--- src/hw/rtl/ofss_pkg.sv ---
// shared constants and types of the outlier-filtered sample statistics block
package ofss_pkg;

	localparam int DEF_STORE_DEPTH = 512;
	localparam int DEF_SAMPLE_BITS = 24;

	localparam int IN_W    = 24;
	localparam int CFG_W   = 8;
	localparam int CNT_OUT_W = 10;
	localparam int MEAN_W  = 24;
	localparam int VAR_W   = 48;
	localparam int QW      = 64;
	localparam int QCW     = $clog2(QW);

	localparam logic [CFG_W-1:0] FACTOR_RESET = 8'd9;

	typedef enum logic [1:0] {
		DIV_MEAN  = 2'd0,
		DIV_VAR   = 2'd1,
		DIV_KMEAN = 2'd2,
		DIV_KVAR  = 2'd3
	} div_sel_t;

	typedef struct packed {
		logic     load_en;
		logic     pass_clr;
		logic     pass2;
		logic     rd_en;
		logic     div_start;
		div_sel_t div_sel;
		logic     lim_en;
		logic     res_en;
		logic     res_small;
	} cmd_t;

	typedef struct packed {
		logic small_batch;
		logic rd_last;
		logic pipe_busy;
		logic div_busy;
		logic div_done;
	} stat_t;

endpackage

--- src/hw/rtl/ofss_ctrl.sv ---
// controller: batch sequencing over load, two passes and four divisions
module ofss_ctrl (
	input  logic            clk,
	input  logic            arst_n,
	input  logic            in_valid,
	output logic            in_ready,
	input  logic            last_of_batch,
	output logic            out_valid,
	input  logic            out_ready,
	input  ofss_pkg::stat_t stat,
	output ofss_pkg::cmd_t  cmd
);

	typedef enum logic [11:0] {
		S_LOAD  = 12'b0000_0000_0001,
		S_CHK   = 12'b0000_0000_0010,
		S_MEAN  = 12'b0000_0000_0100,
		S_P1    = 12'b0000_0000_1000,
		S_P1W   = 12'b0000_0001_0000,
		S_VAR   = 12'b0000_0010_0000,
		S_LIM   = 12'b0000_0100_0000,
		S_P2    = 12'b0000_1000_0000,
		S_P2W   = 12'b0001_0000_0000,
		S_KMEAN = 12'b0010_0000_0000,
		S_KVAR  = 12'b0100_0000_0000,
		S_OUT   = 12'b1000_0000_0000
	} state_t;

	state_t state_q, state_d;
	logic   small_q;
	logic   out_valid_q;

	assign in_ready  = state_q == S_LOAD;
	assign out_valid = out_valid_q;

	always_comb begin
		state_d       = state_q;
		cmd           = '0;
		cmd.div_sel   = ofss_pkg::DIV_MEAN;
		cmd.load_en   = in_valid && in_ready;
		cmd.res_small = small_q;
		unique case (state_q)
			S_LOAD: begin
				if (in_valid && last_of_batch) begin
					state_d = S_CHK;
				end
			end
			S_CHK: begin
				if (stat.small_batch) begin
					state_d = S_OUT;
				end else begin
					cmd.div_start = 1'b1;
					cmd.div_sel   = ofss_pkg::DIV_MEAN;
					state_d       = S_MEAN;
				end
			end
			S_MEAN: begin
				if (stat.div_done) begin
					cmd.pass_clr = 1'b1;
					state_d      = S_P1;
				end
			end
			S_P1: begin
				cmd.rd_en = 1'b1;
				if (stat.rd_last) begin
					state_d = S_P1W;
				end
			end
			S_P1W: begin
				if (!stat.pipe_busy) begin
					cmd.div_start = 1'b1;
					cmd.div_sel   = ofss_pkg::DIV_VAR;
					state_d       = S_VAR;
				end
			end
			S_VAR: begin
				if (stat.div_done) begin
					state_d = S_LIM;
				end
			end
			S_LIM: begin
				cmd.lim_en   = 1'b1;
				cmd.pass_clr = 1'b1;
				cmd.pass2    = 1'b1;
				state_d      = S_P2;
			end
			S_P2: begin
				cmd.rd_en = 1'b1;
				if (stat.rd_last) begin
					state_d = S_P2W;
				end
			end
			S_P2W: begin
				if (!stat.pipe_busy) begin
					cmd.div_start = 1'b1;
					cmd.div_sel   = ofss_pkg::DIV_KMEAN;
					state_d       = S_KMEAN;
				end
			end
			S_KMEAN: begin
				if (stat.div_done) begin
					cmd.div_start = 1'b1;
					cmd.div_sel   = ofss_pkg::DIV_KVAR;
					state_d       = S_KVAR;
				end
			end
			S_KVAR: begin
				if (stat.div_done) begin
					state_d = S_OUT;
				end
			end
			S_OUT: begin
				// previous result must be taken before this one lands
				if (!out_valid_q) begin
					cmd.res_en = 1'b1;
					state_d    = S_LOAD;
				end
			end
			default: state_d = S_LOAD;
		endcase
	end

	always_ff @(posedge clk or negedge arst_n) begin
		if (!arst_n) begin
			state_q     <= S_LOAD;
			small_q     <= 1'b0;
			out_valid_q <= 1'b0;
		end else begin
			state_q <= state_d;
			if (state_q == S_CHK) begin
				small_q <= stat.small_batch;
			end
			if (cmd.res_en) begin
				out_valid_q <= 1'b1;
			end else if (out_ready) begin
				out_valid_q <= 1'b0;
			end
		end
	end

	a_start_idle: assert property (@(posedge clk) disable iff (!arst_n)
		cmd.div_start |-> !stat.div_busy)
		else $error("divider started while busy");

	a_rd_in_pass: assert property (@(posedge clk) disable iff (!arst_n)
		cmd.rd_en |-> (state_q == S_P1 || state_q == S_P2))
		else $error("store read outside a pass");

	a_res_free: assert property (@(posedge clk) disable iff (!arst_n)
		cmd.res_en |-> !out_valid_q)
		else $error("result overwrote an untaken result");

	a_drain: assert property (@(posedge clk) disable iff (!arst_n)
		(state_q == S_P1W && !stat.pipe_busy) |=> (state_q == S_VAR))
		else $error("first pass drained without starting variance division");

	a_no_load_busy: assert property (@(posedge clk) disable iff (!arst_n)
		cmd.load_en |-> !stat.pipe_busy && !stat.div_busy)
		else $error("sample loaded while batch computation active");

endmodule

--- config.mk ---
export PLATFORM = sky130hd
export DESIGN_NAME = ofss_ctrl
export DESIGN_NICKNAME = d
export VERILOG_FILES = /design/src/hw/rtl/ofss_pkg.sv /design/src/hw/rtl/ofss_ctrl.sv
export SDC_FILE = /design/constraint.sdc
export NUM_CORES = 1
export LEC_CHECK = 0
export BUFFER_PORTS_ARGS = -buffer_cell sky130_fd_sc_hd__buf_2
export CAP_MARGIN = 20
export CORE_MARGIN = 2
export CORE_UTILIZATION = 45
export DETAILED_ROUTE_END_ITERATION = 12
export PLACE_DENSITY = 0.69
export SLEW_MARGIN = 20
export SYNTH_ARGS = -nofsm -noshare
export SYNTH_HDL_FRONTEND = slang
export SYNTH_SLANG_ARGS = --single-unit
--- constraint.sdc ---
create_clock -name clk -period 2 [get_ports clk]
set_input_delay 0.4 -clock clk [delete_from_list [all_inputs] [get_ports clk]]
set_output_delay 0.4 -clock clk [all_outputs]
set_load 0.03 [all_outputs]
* Word level (Yosys, flattened, before mapping)
Cells that the tools add are included.
Word-level totals: register bits after elaboration 14
Cells by class: equal/unequal tests 22, mux-type cells 25, reduce and logical (&&, ||, !) cells 5
Operator list (number):
- one-hot mux 12 bit (12 select lines) | 1
- two-way mux 12 bit | 11
- != test 2 bit (second input constant) | 9
- equality test 12 x 1 -> 1 bit (second input constant) | 1
- equality test 12 x 10 -> 1 bit (second input constant) | 1
- equality test 12 x 11 -> 1 bit (second input constant) | 1
- equality test 12 bit (second input constant) | 1
- equality test 12 x 2 -> 1 bit (second input constant) | 1
- equality test 12 x 3 -> 1 bit (second input constant) | 1
- equality test 12 x 4 -> 1 bit (second input constant) | 1
- equality test 12 x 5 -> 1 bit (second input constant) | 1
- equality test 12 x 6 -> 1 bit (second input constant) | 1
- equality test 12 x 7 -> 1 bit (second input constant) | 1
- equality test 12 x 8 -> 1 bit (second input constant) | 1
- equality test 12 x 9 -> 1 bit (second input constant) | 1
- two-way mux 3 bit | 4
- one-hot mux 3 bit (4 select lines) | 1
- AND reduction 10 bit | 1
- two-way mux 1 bit | 7
- logical AND 1 bit | 2
- != test 2 x 1 -> 1 bit (second input constant) | 1
- one-hot mux 1 bit (2 select lines) | 1
- nonzero test 2 bit | 1
- OR reduction 2 bit | 1

* Logic depth before layout (Yosys ltp)
Gate-level depths: netlist of run 1.
word-level depth 3, depth in mapped cells 5

* Worst setup path before layout of run 1
Ideal clock, no wire load.
path type register to output, from register state_q[9], to output port cmd[9] in the netlist's numbering, cell stages (with the launch flop) 4, path buffers 0, path slack -0.351 ns, arrival 1.951 ns, required time 1.600 ns, cells stage by stage dfrtp_1 or4_4 nor4_4 and2_1
RTL lines:
- from (decl) | RTL line ofss_ctrl.sv:29 | state_t state_q, state_d;
- from (signal assigned) | RTL line ofss_ctrl.sv:129 | state_q <= state_d;
- to (decl) | RTL line ofss_ctrl.sv:11 | output ofss_pkg::cmd_t cmd

==> metrics, run 1 <==
vias in the first global route=1,041; CP Capture Type=output port; min cycle time layout=around 2500 ps; Synth Area in Compound Gates=0.154; Max clock buf depth=2; post-synthesis simple-gate area fraction=0.385; post-synth cell types=31; Synth top area share=0.354; Hold WC Path Type=in -> async; H-tree level count=1; Sequential cell area=~350 um2; R2R depth=9; most common cell after layout, fill and taps aside=buf_4; mux cell area share after synthesis=0.0218; Max Freq=394 MHz; biggest fanout along the worst timing path=2; PwrDens=903 nW/um2; DRC Markers=0; area leader, netlist=dfrtp_1; adder-cell share of the synthesized area=0; Final HPWL DP=2000 um; Area contributors post-synth=dfrtp_1 (35%), nor4_4 (6.9%), nor4b_1 (4.8%); GRT Util Overall=0.273; placed insts=168; mapped cell area=920 um2; most used cell, CP=or4_4; hold_ws=-0.103 ps; RSZ-0062 raised after global routing=true; CP Launch Point=state_q[9]$_DFFE_PN0P_; WL final=3310 um; max_slew headroom=0.592; R2R Setup Slk=-280 ps; fillers=109; commonest non-fill, non-tap cells in the layout=buf_4 (39), buf_6 (15), dfrtp_1 (13); Post-Layout Cell Count=around 190; root buffer cell=clkbuf_4; PnR worst setup slack=-535 ps; largest net degree at the start of global routing=15; Yosys Warn Count=0; die height=49.2 um; Critical Path End=cmd[5]; clk_lat worst skew=about 280 ps; clk slew on worst S/H paths=80 ps; main combinational cell family by area after synthesis=simple AND/OR/NAND/NOR gates; Seq/Total Area, Yosys=0.382; Avg WL per Cell=17.5 um; I/O Pins=22; diode count=0; worst IR drop on VDD=~0.00082 V; Max-Cap Viols=0; worst reg2reg startpoint=state_q[9]$_DFFE_PN0P_; Tcrit/Tclk final=1.27; die area=2420 um2; Syn Inst Count=96; Synth Area per Inst=~9.6 um2; FP Rows=16; Critical R2R Capture=state_q[11]$_DFFE_PN0P_; nets=173; failing checks=hold timing, setup timing; Synth-to-Final Area Change=70.9%; total gr overflow=0; die width=a little under 50 um; final hold violations=1; outcome=complete, but fails checks; I/O Buffers=20; WP data required=1600 ps; slowest stage cell, crit path=or4_4; vias per inst=5.65; crit path DAT=2140 ps; flip-flop and latch count after synthesis=14; Final TNS setup=-5440 ps; Multi-input gate area=611 um2; leak pwr=0.766 nW; first-pass GRT wire length=roughly 5000 um; clk sinks=14; CTS tree=built; initial antenna violation count=0; Critical Path Max Stage Delay=570 ps; DRT Pass-1 Iters=5; Final setup viols=19; DR iter-0 viols=53; Core Area=1940 um2; Post-CTS Hold Fix Bufs=0; post-route ant nets=0; syn_nets=106; clk_skew=1.94 ps; Worst Setup Start Kind=flop; Worst Tran Pin Value=612 ps; Crit Path Class=reg -> out; Slew Limit Fails=0; DR vias=approximately 1,100; GPL Wtd Cong=0.898; starting density of the core=0.474; total CTS buffers=3; Critical Path, Cell by Cell=or4_4, or4_4, nor2_4, nor2_1, nand2_2, buf_6; layout cells sized above 1=0.562; fraction of synthesized cell area in xor and xnor cells=0
## Yosys cell counts
master	n
nand2_1	8
or3b_1	1
and2_1	2
nand4_1	6
a2111oi_0	1
nor2_1	7
a2111oi_4	1
buf_4	2
inv_1	10
o2bb2ai_2	1
nand3_1	5
o22ai_1	2
nand4b_1	1
or2_2	1
or4_4	3
dfrtp_1	13
a21oi_1	1
or4_1	1
mux2i_1	2
a41oi_1	1
o21bai_1	1
nor4b_1	5
a21o_1	1
nor4_2	1
o21ai_1	8
dfstp_2	1
nand2b_1	2
nor2b_1	3
o41ai_1	1
nor4_4	3
or3_1	1
## worst max-delay path, delay by kind of cell, from the launching register on
family / cells / cell delay [ps]
simple gates: 5 / 1320
flops: 1 / 390
buf+inv: 1 / 130
## kinds of logic after synthesis
kind of cell,count (synthesis)
buffers and inverters,12
AOI/OAI and AO/OA,18
muxes,2
and+or+nand+nor,50
DFF,14
## final cells by class
class                           count  share of cell area
Multi-Input combinational cell     70               0.389
Tap cell                           27              0.0215
Timing Repair Buffer               64               0.326
Clock buffer                        4              0.0167
Inverter                           10              0.0239
Sequential cell                    14               0.224
## timing repair
action / CTS / global route
pin swaps: 9 / 5
gates resized for setup: 36 / 3
endpoints found under the setup margin: 18 / 19
setup buffers: 13 / 8
## how the worst min path moves through the flow
| stage | end | from | cells after the start | slack, ps |
|---|---|---|---|---|
| floorplan | out_valid$_DFFE_PN0P_ | arst_n | 0 | 100 |
| global route | small_q$_DFFE_PN0N_ | arst_n | 1 | 20 |
| global placement | state_q[3]$_DFFE_PN0P_ | arst_n | 1 | 310 |
| finish | state_q[11]$_DFFE_PN0P_ | arst_n | 1 | -0.1 |
| CTS | small_q$_DFFE_PN0N_ | arst_n | 1 | 7 |
| detailed placement | state_q[3]$_DFFE_PN0P_ | arst_n | 1 | 310 |
## report_power, final
group          leakage, nW  switching, mW  total (mW)  internal [mW]
sequential           0.189         0.0405       0.372          0.332
combinational        0.562          0.431       0.876          0.445
clock               0.0150         0.0931       0.171         0.0775
total                0.766          0.564        1.42          0.854
## per-layer routing
metal  vias to the layer above  wire length (um)  track usage
met3                        13               227       0.0399
met1                       502              1420        0.379
met2                        62              1560        0.428
li1                        491                 -            -
met4                         0               102        0.100
met5                         -                 0            0
## state kept, by name, summed over array words and instances, names as in the netlist
register / cells
out_valid: 1
small_q: 1
state_q: 12
## per-stage QoR
| step | utilization | power, mW | area, um2 | setup WS (ps) |
|---|---|---|---|---|
| finish | 0.809 | 1.42 | 1570 | -535 |
| global route | 0.809 | 1.49 | 1570 | -603 |
| CTS | 0.782 | 1.33 | 1520 | -506 |
| detailed placement | 0.646 | 1.01 | 1250 | -300 |
| global placement | 0.646 | 0.992 | 1250 | -301 |
| floorplan | - | 0.787 | 933 | -298 |
No activity file was read; power rests on OpenSTA's default activity.
==> run 2, diff against run 1 <==
--- a/config.mk
+++ b/config.mk
@@ -7,10 +7,12 @@
 export LEC_CHECK = 0
 export BUFFER_PORTS_ARGS = -buffer_cell sky130_fd_sc_hd__buf_2
 export CAP_MARGIN = 20
+export CORE_ASPECT_RATIO = 1.25
 export CORE_MARGIN = 2
 export CORE_UTILIZATION = 45
 export DETAILED_ROUTE_END_ITERATION = 12
 export PLACE_DENSITY = 0.69
+export RECOVER_POWER = 100
 export SLEW_MARGIN = 20
 export SYNTH_ARGS = -nofsm -noshare
 export SYNTH_HDL_FRONTEND = slang
==> run 2 against run 1 <==
  * Critical endpoint unchanged
  * Combinational power down 7.1%
  * Final cell count down 4.2%
  * Wire length up 4.6%
  * Total power down 3.0%
  * Sequential power up 3%
  * Critical path depth unchanged
  * Final area down 2.9%
  * Clock power up 4%
  * Via count about the same
  * Fmax about the same
  * The flow finishes with violations (setup timing)
  * Global-route usage up 4.7 points
==> metrics, run 2 (synthesis results as in run 1) <==
outcome=complete, but fails checks; failing checks=setup timing; Worst Tran Pin Value=815 ps (+202 ps); DR vias=1,069 (+0.094%); WP data required=1600 ps (about the same); total CTS buffers=3 (unchanged); worst IR drop on VDD=0.000911 V (+11%); Sequential cell area=352 um2 (unchanged); die area=2420 um2 (about the same); Crit Path Class=reg -> out; vias per inst=5.91 (+4.5%); I/O Buffers=20 (unchanged); largest net degree at the start of global routing=15 (unchanged); clk slew on worst S/H paths=110 ps (+30 ps); root buffer cell=clkbuf_4; PwrDens=901 nW/um2 (-0.16%); min cycle time layout=2530 ps (-0.876 ps); hold_ws=164 ps (+165 ps); FP Rows=18 (+2); total gr overflow=0 (unchanged); Slew Limit Fails=0 (unchanged); WL final=3460 um (+4.6%); biggest fanout along the worst timing path=2 (unchanged); PnR worst setup slack=-534 ps (+0.876 ps); final hold violations=0 (-1); most common cell after layout, fill and taps aside=buf_4; CP Capture Type=output port; leak pwr=0.740 nW (-3.4%); dpl ws=-307 ps (-6.78 ps); placed insts=159 (-5.4%); Final TNS setup=-6650 ps (-1210 ps); Worst Setup Start Kind=flop; Tcrit/Tclk final=1.27 (about the same); Hold WC Path Type=in -> async; crit path DAT=2130 ps (about the same); GPL Wtd Cong=0.897 (-0.13%); H-tree level count=1 (unchanged); clk_skew=25.1 ps (+23.1 ps); fillers=135 (+24%); commonest non-fill, non-tap cells in the layout=buf_4 (40), dfrtp_1 (13), buf_6 (12); Biggest register=state_q; DRC Markers=0 (unchanged); CTS tree=built; diode count=0 (unchanged); post-route ant nets=0 (unchanged); I/O Pins=22 (unchanged); Multi-input gate area=601 um2 (-1.6%); RSZ-0062 raised after global routing=true; Max clock buf depth=2 (unchanged); max reg flops=12 (unchanged); DR iter-0 viols=44 (-17%); GRT Util Overall=0.320 (+0.0473); Final setup viols=19 (unchanged); vias in the first global route=1,087 (+4.4%); total design power=1.38 mW (-3.0%); Synth-to-Final Area Change=66.0%; Max-Cap Viols=0 (unchanged); die height=54.5 um (+11%); initial antenna violation count=0 (unchanged); max_slew headroom=0.457 (-0.135); Max Freq=395 MHz (about the same); DRT Pass-1 Iters=4 (-1); Final HPWL DP=2020 um (+1.2%); Post-Layout Cell Count=181 (-4.2%); first-pass GRT wire length=5390 um (+8.3%); nets=172 (-0.58%); starting density of the core=0.469 (-0.00423); clk_lat worst skew=290 ps (about the same); die width=44.4 um (-9.7%); clk sinks=14 (unchanged); Core Area=1960 um2 (+0.90%); Avg WL per Cell=19.1 um (+9.2%); layout cells sized above 1=0.553 (-0.00893)
## run 2: changes by cell type in the layout (fill, tap and decap cells not counted)
cell	previous run	this run
mux2i_2	0	1
buf_6	15	12
nor4b_2	1	3
nor2_1	6	5
buf_4	39	40
nor4_4	4	3
buf_2	10	7
nor4b_4	1	0
clkbuf_1	1	5
nor2_2	0	2
nor2_4	1	0
mux2i_1	2	1
nor4b_1	3	2
nor4_2	0	1
## run 2: path summary, 6_finish.rpt
kind | startpoint | endpoint | slack (ps) | cells after the start
setup / recovery | state_q[8]$_DFFE_PN0P_ | cmd[5] | -530 | 6
max in group asynchronous | arst_n | state_q[1]$_DFFE_PN0P_ | 1300 | 1
setup reg to reg | state_q[8]$_DFFE_PN0P_ | state_q[8]$_DFFE_PN0P_ | -420 | 9
hold reg to reg | small_q$_DFFE_PN0N_ | small_q$_DFFE_PN0N_ | 500 | 2
hold / removal | arst_n | state_q[8]$_DFFE_PN0P_ | 160 | 1
min in group clk | out_ready | out_valid$_DFFE_PN0P_ | 270 | 2
## run 2: cell type report
cell class                 count  area share
inverter                      10      0.0246
tap                           20      0.0164
sequential                    14       0.230
timing repair buffer          63       0.318
clock buffer                   4      0.0172
multi-input combinational     70       0.393
## run 2: where the power goes
| group | internal, mW | switching, mW |
|---|---|---|
| registers | 0.332 | 0.0535 |
| logic | 0.388 | 0.426 |
| clock network | 0.0772 | 0.0997 |
| total | 0.797 | 0.579 |
## run 2: repair_timing
| action | in CTS | in global routing |
|---|---|---|
| buffers inserted | 17 | 3 |
| resized for setup | 34 | 3 |
| hold buffers | 0 | 0 |
| endpoints found under the setup margin | 19 | 19 |
| pin swaps | 12 | 6 |
| gates cloned | 0 | 0 |
## run 2: metal layers
metal | track usage | wire length (um) | up-vias
li1 | - | - | 492
met3 | 0.0726 | 216 | 14
met4 | 0.182 | 117 | 0
met5 | 0 | 0 | -
met1 | 0.366 | 1400 | 505
met2 | 0.547 | 1730 | 58
## run 2: worst max-delay path: stages, from the launching register on
cell	delay [ps]
dfrtp_1	440
or4_4	530
or4_4	510
nor2_2	110
nor2_1	60
nand2_2	60
buf_6	130
## run 2: stage by stage
step | area (um2) | util
final | 1530 | 0.779
after global routing | 1530 | 0.779
after CTS | 1510 | 0.771
after detailed placement | 1230 | 0.628
after global placement | 1230 | 0.628
after floorplan | 933 | -
